$ cat config.mk
export PLATFORM = sky130hd
export DESIGN_NAME = six_channel_shift_ema_filter
export DESIGN_NICKNAME = d
export VERILOG_FILES = /design/src/design/scema_pkg.sv /design/src/design/scema_lane.sv /design/src/design/six_channel_shift_ema_filter.sv
export VERILOG_INCLUDE_DIRS = /design/src /design/src/design
export SDC_FILE = /design/constraint.sdc
export NUM_CORES = 1
export LEC_CHECK = 0
export BUFFER_PORTS_ARGS = -buffer_cell sky130_fd_sc_hd__buf_2
export CAP_MARGIN = 20
export CORE_MARGIN = 2
export CORE_UTILIZATION = 50
export CTS_BUF_LIST = sky130_fd_sc_hd__clkbuf_4
export DETAILED_ROUTE_END_ITERATION = 10
export HOLD_SLACK_MARGIN = 0.1
export PLACE_DENSITY_LB_ADDON = 0.05
export SYNTH_ARGS = -nofsm -noshare
export SYNTH_HDL_FRONTEND = slang
export SYNTH_SLANG_ARGS = --single-unit
$ cat constraint.sdc
create_clock -name clk_i -period 14.16 [get_ports clk_i]
set_clock_uncertainty 0.15 [all_clocks]
set_input_delay 0.708 -clock clk_i [delete_from_list [all_inputs] [get_ports clk_i]]
set_output_delay 0.708 -clock clk_i [all_outputs]
set_load 0.05 [all_outputs]
$ cat src/design/assert_macros.svh
// Shared assertion macros for the filter block.
`ifndef ASSERT_MACROS_SVH
`define ASSERT_MACROS_SVH

// Implication that is checked only outside of reset.
`define ASSERT_IMPL(label, ante, cons, msg) \
  label: assert property (@(posedge clk_i) disable iff (!rst_ni) (ante) |-> (cons)) \
    else $error(msg);

// Implication whose consequence is checked in the next cycle.
`define ASSERT_NEXT(label, ante, cons, msg) \
  label: assert property (@(posedge clk_i) disable iff (!rst_ni) (ante) |=> (cons)) \
    else $error(msg);

`endif

$ cat src/design/scema_pkg.sv
package scema_pkg;

  // Fixed field widths of the request and result items.
  localparam int SampleW = 12;
  localparam int AvgW    = 16;
  localparam int AccW    = 24;
  localparam int ModeW   = 2;

  // Number of channels carried on the ports, and the first channel that
  // always uses the fixed shift.
  localparam int IoChannels = 6;
  localparam int FixedFrom  = 4;

  // Parameter defaults.
  localparam int DefChannels    = 6;
  localparam int DefSlowShift   = 8;
  localparam int DefFastShift   = 4;
  localparam int DefFixedShift  = 12;
  localparam int DefSampleBits  = 12;

  // Filter mode register codes; the remaining code behaves as frozen.
  typedef enum logic [ModeW-1:0] {
    ModeSlow   = 2'd0,
    ModeFast   = 2'd1,
    ModeFrozen = 2'd2
  } filter_mode_e;

  // One request: restart flag and six raw samples.
  typedef struct packed {
    logic               restart;
    logic [SampleW-1:0] bar_voltage_sample;
    logic [SampleW-1:0] bar_current_sample;
    logic [SampleW-1:0] out_mid_sample;
    logic [SampleW-1:0] out_rms_sample;
    logic [SampleW-1:0] temperature_sample;
    logic [SampleW-1:0] reference_sample;
  } in_item_t;

  // One result: six filtered values.
  typedef struct packed {
    logic [AvgW-1:0] bar_voltage_avg;
    logic [AvgW-1:0] bar_current_avg;
    logic [AvgW-1:0] out_mid_avg;
    logic [AvgW-1:0] out_rms_avg;
    logic [AvgW-1:0] temperature_avg;
    logic [AvgW-1:0] reference_avg;
  } out_item_t;

  // Control shared by all lanes for one accepted request.
  typedef struct packed {
    logic update;
    logic reload;
    logic fast;
  } lane_ctrl_t;

endpackage

$ cat src/design/scema_lane.sv
`include "assert_macros.svh"

module scema_lane #(
  parameter int SLOW_SH     = scema_pkg::DefSlowShift,
  parameter int FAST_SH     = scema_pkg::DefFastShift,
  parameter int SAMPLE_BITS = scema_pkg::DefSampleBits
) (
  input  logic                          clk_i,
  input  logic                          rst_ni,
  input  scema_pkg::lane_ctrl_t         ctrl_i,
  input  logic [scema_pkg::SampleW-1:0] sample_i,
  output logic [scema_pkg::AvgW-1:0]    avg_o
);

  localparam int SW  = scema_pkg::SampleW;
  localparam int AW  = scema_pkg::AvgW;
  localparam int CW  = scema_pkg::AccW;
  localparam logic [SW-1:0] SampleMask = SW'((33'd1 << SAMPLE_BITS) - 33'd1);

  logic [CW-1:0] acc_q, acc_d, acc_sum;
  logic [AW-1:0] filt_q, filt_d;
  logic [SW-1:0] sample_m;

  assign sample_m = sample_i & SampleMask;

  // Leaky integrator: add the new sample and remove the last output.
  assign acc_sum = acc_q + CW'(sample_m) - CW'(filt_q);

  // Next state: on an update, reload from the sample, or integrate and shift; else hold.
  always_comb begin
    acc_d  = acc_q;
    filt_d = filt_q;
    if (ctrl_i.update) begin
      if (ctrl_i.reload) begin
        filt_d = AW'(sample_m);
        acc_d  = ctrl_i.fast ? (CW'(sample_m) << FAST_SH) : (CW'(sample_m) << SLOW_SH);
      end else begin
        acc_d  = acc_sum;
        filt_d = ctrl_i.fast ? AW'(acc_sum >> FAST_SH) : AW'(acc_sum >> SLOW_SH);
      end
    end
  end

  always_ff @(posedge clk_i or negedge rst_ni) begin
    if (!rst_ni) begin
      acc_q  <= '0;
      filt_q <= '0;
    end else begin
      acc_q  <= acc_d;
      filt_q <= filt_d;
    end
  end

  // The lane result is the filtered value after this request.
  assign avg_o = filt_d;

  `ASSERT_NEXT(a_reload_loads_sample, ctrl_i.update && ctrl_i.reload,
               filt_q == AW'($past(sample_m)), "reload did not load the sample")

endmodule

$ cat src/design/six_channel_shift_ema_filter.sv
// Six-channel leaky-integrator filter with shift division.
//
// Input channel: in_valid_i / in_stall_o / in_data_i. A request carries six
// raw samples and a restart flag, and is accepted when valid is high and
// stall is low. One request is accepted per cycle while stall is low.
// Output channel: out_valid_o / out_stall_i / out_data_o. Each request gives
// exactly one result with the six filtered values, registered in the output
// register, or in the skid register if the output is stalled. Every lane
// does one add, one subtract and a shift per cycle. An output register plus
// a skid register decouple the two sides: a stalled result does not block
// the next request; input stalls only when the skid register is also full.
// Configuration: cfg_we_i / cfg_wdata_i write filter_mode (slow, fast,
// frozen); write it only while the block is idle.
// Reset clears all accumulators, filtered values, the pending restart,
// the mode (slow) and both output valid flags. A restart in frozen mode
// stays pending until a request arrives in slow or fast mode.
`include "assert_macros.svh"

module six_channel_shift_ema_filter #(
  parameter int CHANNELS    = scema_pkg::DefChannels,
  parameter int SLOW_SHIFT  = scema_pkg::DefSlowShift,
  parameter int FAST_SHIFT  = scema_pkg::DefFastShift,
  parameter int FIXED_SHIFT = scema_pkg::DefFixedShift,
  parameter int SAMPLE_BITS = scema_pkg::DefSampleBits
) (
  input  logic                        clk_i,
  input  logic                        rst_ni,
  input  logic                        cfg_we_i,
  input  logic [scema_pkg::ModeW-1:0] cfg_wdata_i,
  input  logic                        in_valid_i,
  output logic                        in_stall_o,
  input  scema_pkg::in_item_t         in_data_i,
  output logic                        out_valid_o,
  input  logic                        out_stall_i,
  output scema_pkg::out_item_t        out_data_o
);

  localparam int NCh    = scema_pkg::IoChannels;
  localparam int Active = (CHANNELS < NCh) ? CHANNELS : NCh;

  logic [scema_pkg::ModeW-1:0]   mode_q;
  logic                          pending_q, pending_d;
  logic                          in_acc, out_take, mode_run;
  scema_pkg::lane_ctrl_t         ctrl;
  logic [scema_pkg::SampleW-1:0] lane_sample [NCh];
  logic [scema_pkg::AvgW-1:0]    lane_avg [NCh];
  scema_pkg::out_item_t          result;
  scema_pkg::out_item_t          out_q, out_d, skid_q, skid_d;
  logic                          out_valid_q, out_valid_d, skid_valid_q, skid_valid_d;

  // Handshakes.
  assign in_stall_o = skid_valid_q;
  assign in_acc     = in_valid_i && !in_stall_o;
  assign out_take   = out_valid_q && !out_stall_i;

  // Mode register.
  always_ff @(posedge clk_i or negedge rst_ni) begin
    if (!rst_ni) begin
      mode_q <= scema_pkg::ModeSlow;
    end else if (cfg_we_i) begin
      mode_q <= cfg_wdata_i;
    end
  end

  // Restart stays pending across frozen requests.
  assign mode_run = (mode_q == scema_pkg::ModeSlow) || (mode_q == scema_pkg::ModeFast);

  always_comb begin
    pending_d = pending_q;
    if (in_acc) begin
      pending_d = mode_run ? 1'b0 : (pending_q || in_data_i.restart);
    end
  end

  always_ff @(posedge clk_i or negedge rst_ni) begin
    if (!rst_ni) begin
      pending_q <= 1'b0;
    end else begin
      pending_q <= pending_d;
    end
  end

  // Lane control for this request.
  assign ctrl.update = in_acc && mode_run;
  assign ctrl.reload = pending_q || in_data_i.restart;
  assign ctrl.fast   = (mode_q == scema_pkg::ModeFast);

  assign lane_sample[0] = in_data_i.bar_voltage_sample;
  assign lane_sample[1] = in_data_i.bar_current_sample;
  assign lane_sample[2] = in_data_i.out_mid_sample;
  assign lane_sample[3] = in_data_i.out_rms_sample;
  assign lane_sample[4] = in_data_i.temperature_sample;
  assign lane_sample[5] = in_data_i.reference_sample;

  // One filter lane per active channel; the last channels use the fixed shift.
  for (genvar g = 0; g < NCh; g++) begin : g_lane
    if (g < Active) begin : g_on
      scema_lane #(
        .SLOW_SH    ((g >= scema_pkg::FixedFrom) ? FIXED_SHIFT : SLOW_SHIFT),
        .FAST_SH    ((g >= scema_pkg::FixedFrom) ? FIXED_SHIFT : FAST_SHIFT),
        .SAMPLE_BITS(SAMPLE_BITS)
      ) u_lane (
        .clk_i   (clk_i),
        .rst_ni  (rst_ni),
        .ctrl_i  (ctrl),
        .sample_i(lane_sample[g]),
        .avg_o   (lane_avg[g])
      );
    end else begin : g_off
      assign lane_avg[g] = '0;
    end
  end

  // Merge the lane values into one result.
  assign result.bar_voltage_avg = lane_avg[0];
  assign result.bar_current_avg = lane_avg[1];
  assign result.out_mid_avg     = lane_avg[2];
  assign result.out_rms_avg     = lane_avg[3];
  assign result.temperature_avg = lane_avg[4];
  assign result.reference_avg   = lane_avg[5];

  // Output register with a skid register behind it.
  always_comb begin
    out_d        = out_q;
    skid_d       = skid_q;
    out_valid_d  = out_valid_q;
    skid_valid_d = skid_valid_q;
    if (in_acc) begin
      if (!out_valid_q || out_take) begin
        out_d       = result;
        out_valid_d = 1'b1;
      end else begin
        skid_d       = result;
        skid_valid_d = 1'b1;
      end
    end else if (out_take) begin
      if (skid_valid_q) begin
        out_d        = skid_q;
        skid_valid_d = 1'b0;
      end else begin
        out_valid_d = 1'b0;
      end
    end
  end

  always_ff @(posedge clk_i or negedge rst_ni) begin
    if (!rst_ni) begin
      out_valid_q  <= 1'b0;
      skid_valid_q <= 1'b0;
    end else begin
      out_valid_q  <= out_valid_d;
      skid_valid_q <= skid_valid_d;
    end
  end

  always_ff @(posedge clk_i) begin
    out_q  <= out_d;
    skid_q <= skid_d;
  end

  assign out_valid_o = out_valid_q;
  assign out_data_o  = out_q;

  `ASSERT_IMPL(a_skid_behind_out, skid_valid_q, out_valid_q,
               "skid register holds a result while the output register is empty")
  `ASSERT_NEXT(a_accept_gives_result, in_acc, out_valid_q,
               "accepted request left no result")
  `ASSERT_NEXT(a_frozen_keeps_restart, in_acc && in_data_i.restart && !mode_run,
               pending_q, "restart lost in frozen mode")

endmodule

; ---- Word level (Yosys, flattened, before mapping)
; Cells that the tools add are included.
[word_totals]
elab_cells = 99
in_bits = 80
register_bits = 437
out_inout_bits = 98
[op_classes]
mux = 38
addsub = 12
reduce_logical = 16
n_bitwise = 1
n_eq_ne = 4
[ops]
columns = op, n
row1 = $mux 96, 4
row2 = $mux 16, 14
row3 = $add 24x12->24, 6
row4 = $mux 24, 6
row5 = $sub 24x16->24, 6
row6 = $mux 20, 4
row7 = $mux 12, 2
row8 = $mux 1, 8
row9 = $reduce_and 3->1, 2
row10 = $ne 2x2->1 const B, 2
row11 = $reduce_and 2->1, 2
row12 = $reduce_bool 2->1, 2
row13 = $logic_and 1x1->1, 3
row14 = $logic_not 1->1, 3
row15 = $logic_or 1x1->1, 3
row16 = $eq 2x1->1 const B, 1
row17 = $logic_not 2->1, 1
row18 = $ne 2x1->1 const B, 1
row19 = $not 1->1, 1

; ---- Logic depth before layout (Yosys ltp)
; Gate-level depths: netlist of run 1.
[depth]
word_depth = 7
depth_mapped = 14
mapped_depth_nobuf = 14

; ---- By module
; Synthesis of run 1 repeated with hierarchy kept, for this count alone.
[unflattened]
cells_unflattened = 2943
area_unflattened_um2 = 29185.5
[modules_own_cells]
columns = module, instances, area_each_um2, cells_per_inst, seq_area_each_um2
row1 = six_channel_shift_ema_filter, 1, 7598.5, 321, 5890.6
row2 = scema_lane (g_lane[2].g_on.u_lane ...), 2, 3483.3, 421, 1001.0
row3 = scema_lane (g_lane[1].g_on.u_lane), 1, 4051.4, 522, 1001.0
row4 = scema_lane (g_lane[0].g_on.u_lane), 1, 3787.4, 471, 1001.0
row5 = scema_lane (g_lane[5].g_on.u_lane), 1, 3420.8, 401, 1001.0
row6 = scema_lane (g_lane[4].g_on.u_lane), 1, 3360.7, 386, 1001.0

; ---- Least setup slack after synthesis of run 1
; No wires, ideal clock.
[synth_path]
kind = input to register
from = in in_valid_i
to = reg out_q (netlist bit out_data_o[0]) (enable)
path_buffers = 0
required_time_ns = 13.459
arrival_ns = 4.921
stages = 3
setup_time_ns = 0.551
path_slack_ns = 8.537
cell_sequence = a21oi_1 a21oi_1 nor2_1
[synth_between]
elab_chain_len = 3
word_cells_on_any_way = 5
classes_between = eq/ne: 1 / reduce/logical: 4
[synth_lines]
columns = element, line_no
row1 = from (decl), six_channel_shift_ema_filter.sv:30  ; input logic in_valid_i,
row2 = $logic_and 1x1->1 (*), six_channel_shift_ema_filter.sv:53  ; assign in_acc = in_valid_i && !in_stall_o;
row3 = $ne 2x1->1 (no source line) or $reduce_bool 2->1 (tied branches), n/a
row4 = $reduce_and 3->1 (no source line) (*), n/a
row5 = to (signal assigned), six_channel_shift_ema_filter.sv:157  ; out_q <= out_d;
row6 = to (decl), six_channel_shift_ema_filter.sv:48  ; scema_pkg::out_item_t out_q, out_d, skid_q, skid_d;
; Mark *: on every way between the ends. The rest lies on a longest branch, timed or not.
; A chain may end at the register's enable or synchronous reset.

==> impl_metrics.ini, run 1 <==
[timing]
hold_viol_final = 0
tns_ps = 0
fmax_mhz = 233.6
rsz0062_at_grt = no
maxSlewViolCount = 0
worst_slew_pin_slew_ps = 1138
slew_headroom_pct = 23.84
min_period_ps = 4281
setup_viol = 0
fin_crit_sh_pct = 30.23
worst_hold_slack_ps = 206.4

[global_route]
grt_antenna_before_repair = 2
grt_pass1_vias = 23730
grt.overflow.total = 0
grt_usage_pct = 28.76
grt_max_degree = 120
grt_pass1_wl_mm = 132.9

[logic_synthesis]
yosys_warnings = 0
avgSynthCellArea_sq_um = 9.149
ys_types = 77
syn-cell-area_sq_um = 28230
synthAdderAreaFrac_pct = 12.55
synth_most_common_cell = inv_1
synth_top_area_cell = dfrtp_1
synth-xor-area-share_pct = 3.688
synth.mux.area_fraction_pct = 1.033
ys.flop_type = dfrtp_1
synth_top_area_share_pct = 21.72
synth_edf_count = 192
async_flop_share_pct = 56.06
synth_nets = 3405
synth_area_leaders = dfrtp_1 22%, edfxtp_1 20%, ha_1 7.4%, fa_1 5.1%, inv_1 5.0%
synth_compound_area_share_pct = 20.67
yosysSeqAreaShare_pct = 42.15
yosys-top-cells-count = 379 x inv_1, 329 x nand2_1, 245 x dfrtp_1
synth_top_family_by_area = compound AO/OA/AOI/OAI gates
syn_inst = 3085
ys_ff_latch = 437
synth-simple-area-share_pct = 12.70

[cells_and_area]
syn2layout_area_growth_pct = 13.91
nets = 3645
drive_above_1_share_pct = 12.89

[place]
port_buffers = 177
gp_congestion = 0.8906
dp_hpwl_mm = 55.83

[drt]
drt_iter0_drc = 1846
vias = 24030
vias_per_cell = 5.739
dr.pass1.iters = 6
drc = 0
ant_nets = 0
wl_per_cell_um = 20.06
wl_mm = 83.99

[critical_path]
cp_slowest_cell = dfrtp_4
arrival_ps = 4880
critPathLaunch = mode_q[1]$_DFFE_PN0P_
reg2reg_from = mode_q[1]$_DFFE_PN0P_
critPathMaxStageDelay_ps = 920
r2r_setup_slack_ps = 9880
worstSetupEndpointType = register
startpoint_type = register
crit_type = register to register
cp_max_fo = 63
worst-endpoint-required_ps = 14760
path_cells = buf_4, nand2b_4, nand2_1, nor2_1, a22oi_1, a21oi_1

[die]
num_rows = 87
io_pins = 178
die_h_um = 241.6
core_area_sq_um = 56060
fp.dieW_um = 241.6
start_util_pct = 50.35
dieArea_sq_um = 58370

[clock_network]
cts_root_buf = clkbuf_4
clk_pin_slew_ps = 70
insertion_delay_ps = 910
cts_buffers = 118
cts.sinks = 437
cts_tree = yes
clockBufferDepth = 3
postCtsSetupBuffers = 0
cts.htree.levels = 3

[status]
status = finished, final reports clean

[worst_hold_path]
hp-class = primary input to async pin

[job]
drv_cap = 0
[per-stage QoR]
stage / utilization (%) / setup WS [ps] / instance area [sq um] / std cells
2_1_floorplan: - / 8537 / 28230 / 3085
3_3_place_gp: 53.10 / 9755 / 29770 / 3883
3_5_place_dp: 53.10 / 9721 / 29770 / 3883
4_1_cts: 57.34 / 9927 / 32150 / 4185
5_1_grt: 57.35 / 9688 / 32150 / 4186
6_report: 57.35 / 9879 / 32150 / 4187
[layer usage]
metal	GRT usage (%)	wire length [um]
met4	9.244	1987
met1	42.04	39800
met3	4.806	5275
met2	43.64	36920
met5	0	0
[worst paths after layout]
| path | end | depth (start not counted) |
|---|---|---|
| min reg2reg | g_lane[1].g_on.u_lane.acc_q[3]$_DFFE_PN0P_ | 2 |
| min | g_lane[4].g_on.u_lane.acc_q[4]$_DFFE_PN0P_ | 2 |
| min in group clk_i | g_lane[1].g_on.u_lane.acc_q[10]$_DFFE_PN0P_ | 5 |
| max reg2reg | out_data_o[60]$_DFFE_PP_ | 6 |
| max in group asynchronous | g_lane[2].g_on.u_lane.filt_q[2]$_DFF_PN0_ | 4 |
| max | out_data_o[60]$_DFFE_PP_ | 6 |
[placed cells by master, fill, tap and decap left out, types with 13 or more instances in the layout]
master and count:
a211o_1 15, a211oi_1 49, a21o_1 90, a21oi_1 226, a221oi_1 13, a311oi_1 16
a31oi_1 31, and2_1 13, and3_1 36, buf_2 176, buf_4 26, clkbuf_4 186
clkinv_1 22, dfrtp_1 243, dlygate4sd3_1 78, edfxtp_1 192, fa_1 72, ha_1 168
inv_1 379, mux2i_1 19, nand2_1 329, nand3_1 119, nor2_1 196, nor3_1 36
o211ai_1 74, o21a_1 26, o21ai_0 194, o21ai_1 29, o22ai_1 22, o31ai_1 26
xnor2_1 59, xor2_1 58
[flip-flops by register name, summed over array words and instances, names as in the netlist]
register	cells
out_valid_o	1
pending_q	1
in_stall_o	1
g_lane.g_on.u_lane.filt_q	96
g_lane.g_on.u_lane.acc_q	144
mode_q	2
out_data_o	96
skid_q	96
[timing repair]
action / CTS / global route
endpoints found under the setup margin: 0 / 0
hold buffers: 78 / 0
resized for setup: 0 / 0
hold endpoints to repair: 262 / 0
[critical path, delay by kind of cell (launching register included)]
family                 cells  cell delay [ps]
AND/OR/NAND/NOR            3             1850
flip-flops                 1              920
buffers and inverters      1              620
AO/OA/AOI/OAI              2              500
[cells by family (layout without fill, tap and decap cells)]
family / count (synthesis) / after routing
XOR/XNOR: 118 / 118
flip-flops: 437 / 437
AND/OR/NAND/NOR: 811 / 811
buffers and inverters: 542 / 886
multiplexers: 28 / 28
adder cells (fa/ha/maj): 240 / 240
other: 0 / 2
AO/OA/AOI/OAI: 909 / 909
[area by class of cell]
cell class	instances	area, sq um
Fill cell	5139	23910
Multi-Input combinational cell	2106	14370
Sequential cell	437	11900
Timing Repair Buffer	283	1912
Inverter	379	1423
Clock buffer	186	1396
Tap cell	756	945.9
Clock inverter	38	198.9
Antenna cell	2	5.005
Power of run 1 is not shown: default switching activity piles up to over one toggle a cycle in this logic, so the estimate is an artifact.
==> inputs of run 2 (changes only) <==
Clock period 14.16 ns to 3.5 ns, I/O delays scaled along.
==> run 2 against run 1 <==
The run now ends with setup timing left; worst setup slack lost 10000 ps; non-clock buffer count is 426 higher; final area increased by 17%; cell count grew 10%; first-iteration DRC count increased by 12%; largest cell class unchanged.
==> impl_metrics.ini, run 2 (synthesis gave the netlist of run 1 again) <==
[timing]
min_period_ps = 3652
worst_slew_pin_slew_ps = 1130
worst_hold_slack_ps = 195.1
slew_headroom_pct = 24.36
rsz0062_at_grt = yes
maxSlewViolCount = 0
fin_ws_ps = -151.7
hold_viol_final = 0
fmax_mhz = 273.8
setup_viol = 22
fin_crit_sh_pct = 104.3

[global_route]
grt.overflow.total = 0
grt_pass1_vias = 26230
grt_antenna_before_repair = 4
grt_usage_pct = 31.27
grt_max_degree = 98
grt_pass1_wl_mm = 144.4

[clock_network]
cts_buffers = 118
cts_root_buf = clkbuf_4
clk_pin_slew_ps = 70
insertion_delay_ps = 930
cts.sinks = 437
cts_tree = yes
clockBufferDepth = 3
cts.htree.levels = 3

[die]
fp.dieW_um = 241.6
dieArea_sq_um = 58370
io_pins = 178
num_rows = 87
start_util_pct = 50.35
core_area_sq_um = 56060
die_h_um = 241.6

[drt]
vias_per_cell = 5.727
ant_nets = 0
vias = 26430
drc = 0
drt_iter0_drc = 2064
wl_per_cell_um = 20.35
dr.pass1.iters = 5
wl_mm = 93.94

[critical_path]
r2r_setup_slack_ps = -150
worstSetupEndpointType = register
r2r-end = skid_q[63]$_DFFE_PP_
reg2reg_depth = 13
crit_type = register to register
arrival_ps = 4150
crit_end = skid_q[63]$_DFFE_PP_
worst-endpoint-required_ps = 3990
reg2reg_from = g_lane[2].g_on.u_lane.acc_q[4]$_DFFE_PN0P_
critPathLaunch = g_lane[2].g_on.u_lane.acc_q[4]$_DFFE_PN0P_
cp_max_fo = 3
startpoint_type = register

[status]
violations = setup timing
status = complete, but fails checks

[cells_and_area]
drive_above_1_share_pct = 28.63
fin_area_sq_um = 37730
regMostFlops = g_lane.g_on.u_lane.acc_q
largest_reg_flops = 144
layout_common_cells = 355 x buf_4, 354 x inv_1, 315 x nand2_1, 240 x dfrtp_1, 192 x edfxtp_1
nets = 4071
final_common_cell = buf_4
syn2layout_area_growth_pct = 33.68

[place]
postPlaceCellArea_sq_um = 32190
port_buffers = 177
gp_congestion = 0.9445
dp_slack_ps = -296.8
dp_hpwl_mm = 61.17

[worst_hold_path]
hp-class = primary input to register

[job]
drv_cap = 0
[run 2: cell type report]
class | instances | area (sq um)
multi-input cells | 2106 | 16320
repair buffers | 709 | 5514
inverters | 379 | 1423
clock inverters | 42 | 239.0
fillers | 4667 | 18330
clock buffers | 183 | 1374
well taps | 756 | 945.9
diodes | 3 | 7.507
flip-flops and latches | 437 | 11910
[run 2: metrics by stage]
step                utilization (%)  TNS (ps)  instances
detailed placement            57.41     -9970       4183
floorplan                         -         0       3085
global placement              57.41     -7489       4183
global route                  67.30     -7404       4614
CTS                           64.34    -215.2       4583
finish                        67.31     -1284       4615
[run 2: critical path: stages, from the launching register on]
cell,delay (ps)
dfrtp_1,380
inv_2,60
fa_1,530
inv_2,50
ha_4,220
a211oi_4,270
o211ai_1,230
buf_4,220
a211oi_4,310
o21ai_1,190
a41oi_2,250
xnor2_1,130
o211ai_1,270
o21ai_1,130
[run 2: how the worst min path moves through the flow]
stage,startpoint,end,slack [ps],depth (start not counted)
after global placement,rst_ni,g_lane[4].g_on.u_lane.acc_q[0]$_DFFE_PN0P_,160,1
after global routing,in_data_i[62],g_lane[0].g_on.u_lane.acc_q[6]$_DFFE_PN0P_,170,5
final,in_data_i[60],g_lane[0].g_on.u_lane.filt_q[0]$_DFF_PN0_,200,5
after floorplan,rst_ni,g_lane[0].g_on.u_lane.acc_q[0]$_DFFE_PN0P_,-270,0
after detailed placement,rst_ni,g_lane[4].g_on.u_lane.acc_q[0]$_DFFE_PN0P_,160,1
after CTS,in_data_i[53],g_lane[1].g_on.u_lane.acc_q[9]$_DFFE_PN0P_,100,6
[run 2: what timing repair did]
item / 4_1_cts / 5_1_grt
gates resized for setup: 106 / 313
hold endpoints to repair: 842 / 0
hold buffers: 151 / 0
gates cloned: 0 / 0
endpoints found under the setup margin: 135 / 226
buffers inserted: 24 / 42
pin swaps: 65 / 198
[run 2: per-layer routing]
layer  share of wire [%]  global-route usage, %  vias to the layer above
li1                    -                      -                    12260
met4                 3.1                  11.49                        2
met1                  45                  44.23                    13040
met2                  46                  48.76                      935
met5              0.0075                      0                        -
met3                 6.5                  4.895                      193
Power of run 2 is left out for the same reason.
